===== config.mk =====
export PLATFORM = sky130hd
export DESIGN_NAME = windowed_moving_average_core
export DESIGN_NICKNAME = d
export VERILOG_FILES = /design/src/rtl/wma_pkg.sv /design/src/rtl/windowed_moving_average_core.sv
export SDC_FILE = /design/constraint.sdc
export NUM_CORES = 1
export LEC_CHECK = 0
export BUFFER_PORTS_ARGS = -buffer_cell sky130_fd_sc_hd__buf_2
export CAP_MARGIN = 20
export CORE_UTILIZATION = 45
export DETAILED_ROUTE_END_ITERATION = 16
export GPL_TIMING_DRIVEN = 0
export PLACE_DENSITY = 0.58
export SYNTH_ARGS = -nofsm -noshare
export SYNTH_HDL_FRONTEND = slang
export SYNTH_SLANG_ARGS = --single-unit

===== constraint.sdc =====
create_clock -name clk -period 4.69 [get_ports clk]
set_input_delay 0.938 -clock clk [delete_from_list [all_inputs] [get_ports clk]]
set_output_delay 0.938 -clock clk [all_outputs]
set_load 0.02 [all_outputs]

===== src/rtl/wma_pkg.sv =====
// Package for the windowed moving average core: parameter defaults,
// register map constants and the sequencer state type.
// No dependencies; imported by windowed_moving_average_core.
package wma_pkg;

  // Defaults for the top-level parameters.
  localparam int DEFAULT_MAX_WINDOW  = 64;
  localparam int DEFAULT_SAMPLE_BITS = 16;

  // Register map.
  localparam int          PADDR_W          = 3;
  localparam logic [0:0]  REG_WINDOW_SIZE  = 1'b0;
  localparam int          RESET_WINDOW     = 16;

  // Fraction bits of the average.
  localparam int FRAC_BITS = 8;

  typedef enum logic [2:0] {
    ST_IDLE,
    ST_SUM,
    ST_LOAD,
    ST_DIV,
    ST_DONE
  } wma_state_t;

endpackage


===== src/rtl/windowed_moving_average_core.sv =====
// Windowed moving average core: circular sample store, running sum and a
// bit-serial restoring divider by the held sample count.
// Depends on wma_pkg.
//
//   channel  | direction | handshake               | payload
//   ---------+-----------+-------------------------+------------------------------
//   s_*      | in        | s_tvalid / s_tready     | s_tdata: sample
//   m_*      | out       | m_tvalid / m_tready     | m_tdata: average, samples_held
//   apb      | in/out    | psel, penable, pready   | window_size at byte address 0
//
// A request passes from acceptance through the store read, the sum update
// (ST_SUM), the divider load (ST_LOAD) and the divider (ST_DIV), which shifts
// out one quotient bit per cycle over AVG_W bits, to ST_DONE, which hands the
// quotient to the output register; a new request is taken only back in ST_IDLE.
// Reset (rst, synchronous, active high) clears the counters, the running sum
// and the output valid; the sample store is not cleared, since an entry is
// only read after it was written in the current warm-up.
// A stalled output holds its result; the core keeps the finished quotient
// until the output register frees, and takes no new request meanwhile.
module windowed_moving_average_core
  #(
    parameter int MAX_WINDOW  = wma_pkg::DEFAULT_MAX_WINDOW,
    parameter int SAMPLE_BITS = wma_pkg::DEFAULT_SAMPLE_BITS
  )
  (
    input  logic                        clk,
    input  logic                        rst,
    // s_tdata fields from bit 0 up: sample (SAMPLE_BITS, signed)
    input  logic                        s_tvalid,
    output logic                        s_tready,
    input  logic [((SAMPLE_BITS+7)/8)*8-1:0] s_tdata,
    // m_tdata fields from bit 0 up: average (SAMPLE_BITS+8, signed),
    // samples_held (clog2(MAX_WINDOW+1), unsigned)
    output logic                        m_tvalid,
    input  logic                        m_tready,
    output logic [((SAMPLE_BITS+wma_pkg::FRAC_BITS+$clog2(MAX_WINDOW+1)+7)/8)*8-1:0] m_tdata,
    // Configuration port
    input  logic                        psel,
    input  logic                        penable,
    input  logic                        pwrite,
    input  logic [wma_pkg::PADDR_W-1:0] paddr,
    input  logic [31:0]                 pwdata,
    output logic [31:0]                 prdata,
    output logic                        pready
  );

  import wma_pkg::*;

  // Derived widths.
  localparam int CNT_W  = $clog2(MAX_WINDOW + 1);   // counts 0..MAX_WINDOW
  localparam int ADDR_W = $clog2(MAX_WINDOW);       // store address
  localparam int SUM_W  = SAMPLE_BITS + ADDR_W;     // running sum
  localparam int AVG_W  = SAMPLE_BITS + FRAC_BITS;  // average and quotient
  localparam int OUT_W  = ((AVG_W + CNT_W + 7) / 8) * 8;
  localparam int STEP_W = $clog2(AVG_W);
  localparam int RST_WIN = (RESET_WINDOW > MAX_WINDOW) ? MAX_WINDOW : RESET_WINDOW;

  localparam logic [CNT_W-1:0]  MAX_CNT   = CNT_W'(MAX_WINDOW);
  localparam logic [CNT_W-1:0]  RST_CNT   = CNT_W'(RST_WIN);
  localparam logic [STEP_W-1:0] LAST_STEP = STEP_W'(AVG_W - 1);

  // Configuration register and the window length that it selects. A zero
  // length counts as one sample, anything above the store depth saturates.
  logic [CNT_W-1:0] window_size;
  logic [CNT_W-1:0] n_eff;
  logic             cfg_write;

  assign pready    = 1'b1;
  assign cfg_write = psel && penable && pwrite && pready &&
                     (paddr[PADDR_W-1:2] == REG_WINDOW_SIZE);

  always_comb begin
    if (window_size == '0) begin
      n_eff = CNT_W'(1);
    end else if (window_size > MAX_CNT) begin
      n_eff = MAX_CNT;
    end else begin
      n_eff = window_size;
    end
  end

  always_comb begin
    prdata = '0;
    if (paddr[PADDR_W-1:2] == REG_WINDOW_SIZE) begin
      prdata = 32'(window_size);
    end
  end

  // Sequencer.
  wma_state_t state, state_next;

  logic [CNT_W-1:0]       fill_count;
  logic [ADDR_W-1:0]      oldest_position;
  logic signed [SUM_W-1:0] running_sum;

  logic [SAMPLE_BITS-1:0] sample_q;   // accepted sample
  logic [SAMPLE_BITS-1:0] rd_data;    // entry leaving the window
  logic                   full_q;     // window was full at acceptance
  logic [CNT_W-1:0]       held_q;     // divisor for this request

  logic [CNT_W-1:0]       rem;        // divider partial remainder
  logic [AVG_W-1:0]       dq;         // dividend bits out, quotient bits in
  logic [STEP_W-1:0]      step;
  logic                   neg;

  logic [AVG_W-1:0]       avg_out;
  logic [CNT_W-1:0]       held_out;

  logic                   accept;
  logic                   window_full;
  logic [ADDR_W-1:0]      pos;
  logic                   out_free;
  logic                   last_step;

  assign accept      = s_tvalid && s_tready;
  assign window_full = !(fill_count < n_eff);
  assign pos         = window_full ? oldest_position : fill_count[ADDR_W-1:0];
  assign out_free    = !m_tvalid || m_tready;
  assign last_step   = (step == LAST_STEP);

  always_ff @(posedge clk) begin
    if (rst) begin
      state <= ST_IDLE;
    end else begin
      state <= state_next;
    end
  end

  always_comb begin
    state_next = state;
    s_tready   = 1'b0;
    unique case (state)
      ST_IDLE: begin
        s_tready = 1'b1;
        if (s_tvalid) begin
          state_next = ST_SUM;
        end
      end
      ST_SUM:  state_next = ST_LOAD;
      ST_LOAD: state_next = ST_DIV;
      ST_DIV: begin
        if (last_step) begin
          state_next = ST_DONE;
        end
      end
      ST_DONE: begin
        if (out_free) begin
          state_next = ST_IDLE;
        end
      end
      default: state_next = ST_IDLE;
    endcase
  end

  // Sample store: written with the new sample and read at the same address
  // in the acceptance cycle, so the read returns the entry being replaced.
  logic [SAMPLE_BITS-1:0] window_store [MAX_WINDOW];

  always_ff @(posedge clk) begin
    if (accept) begin
      window_store[pos] <= s_tdata[SAMPLE_BITS-1:0];
      rd_data           <= window_store[pos];
    end
  end

  // Window bookkeeping and running sum.
  logic [CNT_W-1:0] oldest_inc;
  assign oldest_inc = CNT_W'(oldest_position) + CNT_W'(1);

  always_ff @(posedge clk) begin
    if (rst) begin
      window_size     <= RST_CNT;
      fill_count      <= '0;
      oldest_position <= '0;
      running_sum     <= '0;
    end else if (cfg_write) begin
      window_size     <= pwdata[CNT_W-1:0];
      fill_count      <= '0;
      oldest_position <= '0;
      running_sum     <= '0;
    end else begin
      if (accept) begin
        if (window_full) begin
          if (oldest_inc >= n_eff) begin
            oldest_position <= '0;
          end else begin
            oldest_position <= oldest_inc[ADDR_W-1:0];
          end
        end else begin
          fill_count <= fill_count + CNT_W'(1);
        end
      end
      if (state == ST_SUM) begin
        running_sum <= running_sum
                     + signed'({{(SUM_W-SAMPLE_BITS){sample_q[SAMPLE_BITS-1]}}, sample_q})
                     - (full_q ?
                        signed'({{(SUM_W-SAMPLE_BITS){rd_data[SAMPLE_BITS-1]}}, rd_data}) :
                        signed'(SUM_W'(0)));
      end
    end
  end

  always_ff @(posedge clk) begin
    if (accept) begin
      sample_q <= s_tdata[SAMPLE_BITS-1:0];
      full_q   <= window_full;
      held_q   <= window_full ? n_eff : fill_count + CNT_W'(1);
    end
  end

  // Divider. The magnitude of sum*256 is split: its top bits always lie
  // below the divisor and seed the remainder, the remaining AVG_W bits
  // shift through dq, one quotient bit per cycle.
  logic [SUM_W-1:0] mag;
  logic [CNT_W:0]   trial;

  assign mag   = running_sum[SUM_W-1] ? (~running_sum + SUM_W'(1)) : running_sum;
  assign trial = {rem, dq[AVG_W-1]} - {1'b0, held_q};

  always_ff @(posedge clk) begin
    case (state)
      ST_LOAD: begin
        neg  <= running_sum[SUM_W-1];
        rem  <= CNT_W'(mag[SUM_W-1:SAMPLE_BITS]);
        dq   <= {mag[SAMPLE_BITS-1:0], {FRAC_BITS{1'b0}}};
        step <= '0;
      end
      ST_DIV: begin
        step <= step + STEP_W'(1);
        if (!trial[CNT_W]) begin
          rem <= trial[CNT_W-1:0];
          dq  <= {dq[AVG_W-2:0], 1'b1};
        end else begin
          rem <= {rem[CNT_W-2:0], dq[AVG_W-1]};
          dq  <= {dq[AVG_W-2:0], 1'b0};
        end
      end
      default: begin
      end
    endcase
  end

  // Output register.
  always_ff @(posedge clk) begin
    if (rst) begin
      m_tvalid <= 1'b0;
    end else if (state == ST_DONE && out_free) begin
      m_tvalid <= 1'b1;
    end else if (m_tready) begin
      m_tvalid <= 1'b0;
    end
  end

  always_ff @(posedge clk) begin
    if (state == ST_DONE && out_free) begin
      avg_out  <= neg ? (~dq + AVG_W'(1)) : dq;
      held_out <= held_q;
    end
  end

  assign m_tdata = OUT_W'({held_out, avg_out});

`ifndef NO_ASSERTIONS
  // The warm-up count never passes the selected window length.
  a_fill_bound: assert property (@(posedge clk) disable iff (rst)
    fill_count <= n_eff)
    else $error("fill count exceeds window length");

  // The overwrite pointer stays inside the window.
  a_oldest_bound: assert property (@(posedge clk) disable iff (rst)
    CNT_W'(oldest_position) < n_eff)
    else $error("oldest position outside window");

  // The partial remainder stays below the divisor while dividing.
  a_rem_bound: assert property (@(posedge clk) disable iff (rst)
    (state == ST_DIV) |-> (rem < held_q))
    else $error("divider remainder not below divisor");

  // A delivered result carries a held count inside the store depth.
  a_held_range: assert property (@(posedge clk) disable iff (rst)
    m_tvalid |-> (held_out != '0 && held_out <= MAX_CNT))
    else $error("samples held out of range");
`endif

endmodule


======== Word-level counts from Yosys, hierarchy flattened ========
Memory sizes are Yosys's and may differ from the RTL's. A register that Yosys moved wholly into a read port is not among the register bits.
Cells that the tools add are included.
word-level totals
  register bits ........................... 138
  bits in writable memories ............... 1024
  output and inout port bits .............. 67
  memories kept ........................... 1
cells by class
  $add $sub $neg .......................... 8
  order comparisons ....................... 3
  eq/ne operators ......................... 8
  mux-type cells .......................... 23
  bitwise gates (word level) .............. 4
  reduce and logical (&&, ||, !) cells .... 16
memories
  name          depth  width  rd ports  clocked after memory_dff  write ports  RTL line                             RTL
  window_store  64     16     1         1                         1            windowed_moving_average_core.sv:157  logic [SAMPLE_BITS-1:0] window_store [MAX_WINDOW];
operators by type and width
  cell                     count
  $pmux W24 S2             1
  $mux W22                 2
  $mux W7                  5
  $add A24 B1 Y24 const B  1
  $mux W24                 1
  $not A24 Y24             1
  $add A22 B16 Y22         1
  $add A22 B2 Y22 const B  1
  $not A22 Y22             1
  $sub A22 B22 Y22         1
  $pmux W3 S5              1
  $pmux W7 S2              1
  $mux W6                  2
  $pmux W5 S2              1
  $mux W3                  3
  $sub A8 B7 Y8            1
  $add A6 B1 Y7 const B    1
  $add A7 B1 Y7 const B    1
  $ge A7 B7 Y1             1
  $gt A7 B7 Y1 const B     1
  $logic_not A7 Y1         1
  $lt A7 B7 Y1             1
  $eq A3 B2 Y1 const B     2
  $mux W1                  6
  other kinds (14)         24

======== Logic depth before layout (Yosys ltp) ========
  word-level depth ........................ 6
  mapped depth ............................ 16
  gate-level depth less buffers ........... 15

======== Worst setup path after synthesis ========
No wires, ideal clock.
  path kind ............................... reg2reg
  start point ............................. reg window_size[6]
  end point ............................... mem window_store[0][0] in the netlist's numbering, enable pin
  library setup time ...................... 0.388 ns
  arrival time ............................ 3.504 ns
  setup slack ............................. 0.797 ns
  cell stages (with the launch flop) ...... 15
  path through ............................ dfxtp_1 -> clkinv_1 -> nand2_1 -> ha_1 -> a211o_1 -> o311a_1 -> a221o_1 -> buf_6 -> buf_6 -> buf_6 -> buf_2 -> nor2_1 -> nand2b_1 -> clkbuf_1 -> nor2_1
between the ends
  word-level cells in the longest chain between the ends .. 5
RTL lines
  item                    RTL line                             RTL
  start, declared         windowed_moving_average_core.sv:64   logic [CNT_W-1:0] window_size;
  start signal, assigned  windowed_moving_average_core.sv:177  window_size <= pwdata[CNT_W-1:0];
  $gt A7 B7 Y1            windowed_moving_average_core.sv:75   end else if (window_size > MAX_CNT) begin
  $mux W7                 windowed_moving_average_core.sv:75
  $mux W7 *               windowed_moving_average_core.sv:73   if (window_size == '0) begin
  $lt A7 B7 Y1 *          windowed_moving_average_core.sv:116  assign window_full = !(fill_count < n_eff);
  $mux W6 *               windowed_moving_average_core.sv:117  assign pos = window_full ? oldest_position : fill_count[ADDR_W-1:0];
  end, declared           windowed_moving_average_core.sv:157
Every way passes the cells marked *; elsewhere a longest branch is shown, timed or not.

======== Final worst setup path ========
  start point ............................. reg window_size[6]
  end point ............................... reg rd_data[12] (read register of window_store) (data pin)
between the ends
  word-level cells in the longest chain between the ends .. 5
RTL lines
  item            RTL line                             RTL
  $gt A7 B7 Y1    windowed_moving_average_core.sv:75
  $mux W7         windowed_moving_average_core.sv:75
  $mux W7 *       windowed_moving_average_core.sv:73
  $lt A7 B7 Y1 *  windowed_moving_average_core.sv:116
  $mux W6 *       windowed_moving_average_core.sv:117
  end, declared   windowed_moving_average_core.sv:97   logic [SAMPLE_BITS-1:0] rd_data;
Marks and branches as above.
A chain may end at the register's enable or synchronous reset.

==> impl_metrics.toml <==
[yosys]
ys_ff_latch = 1178
synth_edf_count = 1132
synthCells = 3057
synth.most_common_cell = "edfxtp_1"
synth_compound_area_frac = 0.0709
async_flop_share = 0
synth_top_cell_by_area = "edfxtp_1"
synth.cell_area_um2 = 48900
synth_top_area_frac = 0.695
syn_area_per_cell_um2 = 16.0
synth.area.top_cells = "edfxtp_1, mux2i_1, mux2_2"
yosysSeqAreaShare = 0.714
ys.flop_type = "edfxtp_1"
yosys_warnings = 0
synth-xor-area-share = 0.0138
synth_top_family_by_area = "multiplexers"
synth.distinct_cells = 62
synthAdderAreaFrac = 0.0210
muxShareOfSynthArea = 0.114
synthSimpleGateAreaFrac = 0.0384
yosys-top-cells-count = "edfxtp_1, mux2i_1, o22ai_1"

[power]
irDropWorstVdd_uv = 293
power_density_nw_per_um2 = 430
power.leakage_uw = 0.0190
switching_share = 0.253
pwr-share-seq = 0.478
p_sw_uw = 6250
p_clk_frac = 0.379
combPwrFrac = 0.143
p_int_uw = 18400

[setup_path]
cp_num_buf_inv = 4
crit_path_end_kind = "register"
cp.required_ns = 5.11
worstPathArrival_ns = 5.19
crit_slowest_cell = "or4_1"
r2r_cells = 15
max_stage_delay_ns = 0.65
r2r-start = "window_size[6]"
crit_path_start_kind = "register"
crit_path_cell_trace = "clkinv_2 -> nand2_1 -> ha_1 -> nand4_1 -> a21oi_2 -> o31ai_1 -> nand2b_1 -> buf_2 -> mux2i_4 -> buf_4 -> clkbuf_4 -> o22ai_1 -> a221oi_1 -> o22ai_1 -> or4_1"
path_depth = 15
r2r_slack_ns = -0.08
critical_path_class = "register to register"
cp_top_family = "compound AO/OA/AOI/OAI gates"
crit_fanout = 10
cpMostUsedCell = "o22ai_1"
timing.rr.end = "rd_data[12]"

[timing]
clock_skew_ns = 0.0388
finalSetupTns_ns = -0.164
setup_slack_ns = -0.0763
tightestPinTransition_ns = 1.13
fmax_ghz = 0.210
whs_ns = 0.453
fin_crit_sh = 1.02
hold_viol = 0
rsz0062_at_grt = "yes"
relSlewSlack = 0.248
setup_viol = 4
period_needed_ns = 4.77
timing.final.max_slew_violations = 0

[layout]
nNetsFinal = 3477
area_growth_syn_to_layout_pct = 17.4
final_util = 0.535
instances_no_fill = 4856
drive_gt1_frac = 0.235

[routing]
vias_per_cell = 5.82
wl_um = 135000
wl_per_cell_um = 27.7
vias = 28243
drc = 0
drt_iter0_drc = 2998
dr.pass1.iters = 6
antenna_left = 0

[clock_tree]
root_buffer = "clkbuf_16"
insertion_delay_ns = 0.72
clk_pin_slew_ns = 0.06
clk_path_buf_depth = 3
cts_tree = "built"
hold_buffers = 0
htreeDepth = 3
clock-sinks = 1178
cts-buffers-inserted = 119

[min_path]
hold_class = "register to register"
min_from = "running_sum[12]"
min_to = "running_sum[12]"
holdPathStages = 2

[outcome]
status = "complete, but fails checks"
violations = "negative setup slack"

[grt]
overflow = 0
grt_pass1_vias = 28002
grt_max_degree = 66
grt_pass1_wl_um = 194000
grt_usage = 0.243
grt_antenna_before_repair = 4

[run]
drv_cap = 0

[die]
die_area_um2 = 110000
core_area_um2 = 107000
fp.dieH_um = 332
start_util = 0.455
fp.dieW_um = 332
rows = 120
ios = 125

[placed_design]
place_ws_ns = -1.23
place.gp.congestion = 0.992
placement.io_buffers = 70
post-dp-hpwl_um = 93100
placed_cells = 4628
[worst reg2reg max path, cell delays in order (launching register included)]
cell and delay (ns):
dfxtp_1 0.46, clkinv_2 0.19, nand2_1 0.23, ha_1 0.18, nand4_1 0.13, a21oi_2 0.19
o31ai_1 0.10, nand2b_1 0.11, buf_2 0.27, mux2i_4 0.39, buf_4 0.31, clkbuf_4 0.33
o22ai_1 0.18, a221oi_1 0.53, o22ai_1 0.22, or4_1 0.65
[stage by stage]
stage | total power (µW) | instance area, µm²
2_1_floorplan | 14200 | 49000
3_3_place_gp | 15300 | 51100
3_5_place_dp | 15300 | 52400
4_1_cts | 24700 | 56900
5_1_grt | 25500 | 57400
6_report | 24700 | 57400
[worst max path at each step]
| stage | from | end | slack [ns] |
|---|---|---|---|
| 6_report | window_size[6] | rd_data[12] | -0.08 |
| 2_1_floorplan | window_size[6] | window_store[0][0] | 0.80 |
| 5_1_grt | window_size[6] | rd_data[13] | -0.16 |
| 3_3_place_gp | window_size[6] | window_store[23][0] | -2.13 |
| 4_1_cts | window_size[6] | window_store[41][9] | -0.08 |
| 3_5_place_dp | window_size[6] | rd_data[8] | -1.23 |
[cells by family after synthesis]
family | Yosys count
buf+inv | 302
compound gates | 508
flops | 1178
mux | 523
other cells | 2
xor+xnor | 77
simple gates | 398
fa+ha+maj | 69
[placed cells by master (no fill, tap or decap), types with 17 or more instances in the layout]
master and n:
a21oi_1 57, a221oi_1 48, a221oi_2 66, and2_1 17, buf_2 92, buf_4 65, buf_8 47, clkbuf_1 86
clkbuf_16 121, clkbuf_2 29, clkinv_1 29, conb_1 27, dfxtp_1 46, edfxtp_1 1132, fa_1 22, ha_1 47
inv_1 106, mux2_1 71, mux2_2 187, mux2i_1 261, nand2_1 116, nor2_1 62, nor2_2 56, nor3_1 19
o21ai_0 57, o22ai_1 185, or4_1 18, xnor2_1 59, xor2_1 18
[state kept, by name (all words and copies together), names as in the netlist]
| signal | cells |
|---|---|
| state | 3 |
| sample_q | 16 |
| window_size | 7 |
| window_store | 1024 |
| rd_data | 16 |
| full_q | 1 |
| held_q | 7 |
| fill_count | 7 |
| oldest_position | 6 |
| m_tvalid | 1 |
| neg | 1 |
| avg_out | 24 |
| running_sum | 22 |
| step | 5 |
| dq | 24 |
| held_out | 7 |
| rem | 7 |
[cell type report]
type,count,area [µm²]
multi-input cells,1602,13700
repair buffers,148,1600
clock buffers,155,3200
flip-flops and latches,1178,34900
plain buffers,193,1140
inverters,108,407
well taps,1403,1760
clock inverters,67,669
diodes,2,5.00
fillers,8527,50000
[power by group through the flow]
stage | clock network [µW] | registers (µW) | logic (µW)
CTS | 9480 | 11800 | 3420
detailed placement | 0 | 12000 | 3310
global placement | 0 | 12000 | 3220
floorplan | 0 | 12000 | 2160
finish | 9360 | 11800 | 3520
global route | 9860 | 11800 | 3770
[per-layer routing]
metal	routed length, µm	global-route usage
met5	35	0
met4	4370	0.0787
met3	10000	0.0462
met2	63200	0.390
met1	57000	0.334
[repair_timing]
item / in CTS / in global routing
buffers inserted: 0 / 2
gates resized for setup: 154 / 112
pin swaps: 0 / 2
hold endpoints to repair: 0 / 0
setup endpoints to repair: 880 / 365
gates cloned: 0 / 0
Power figures use the tool's default switching activity.
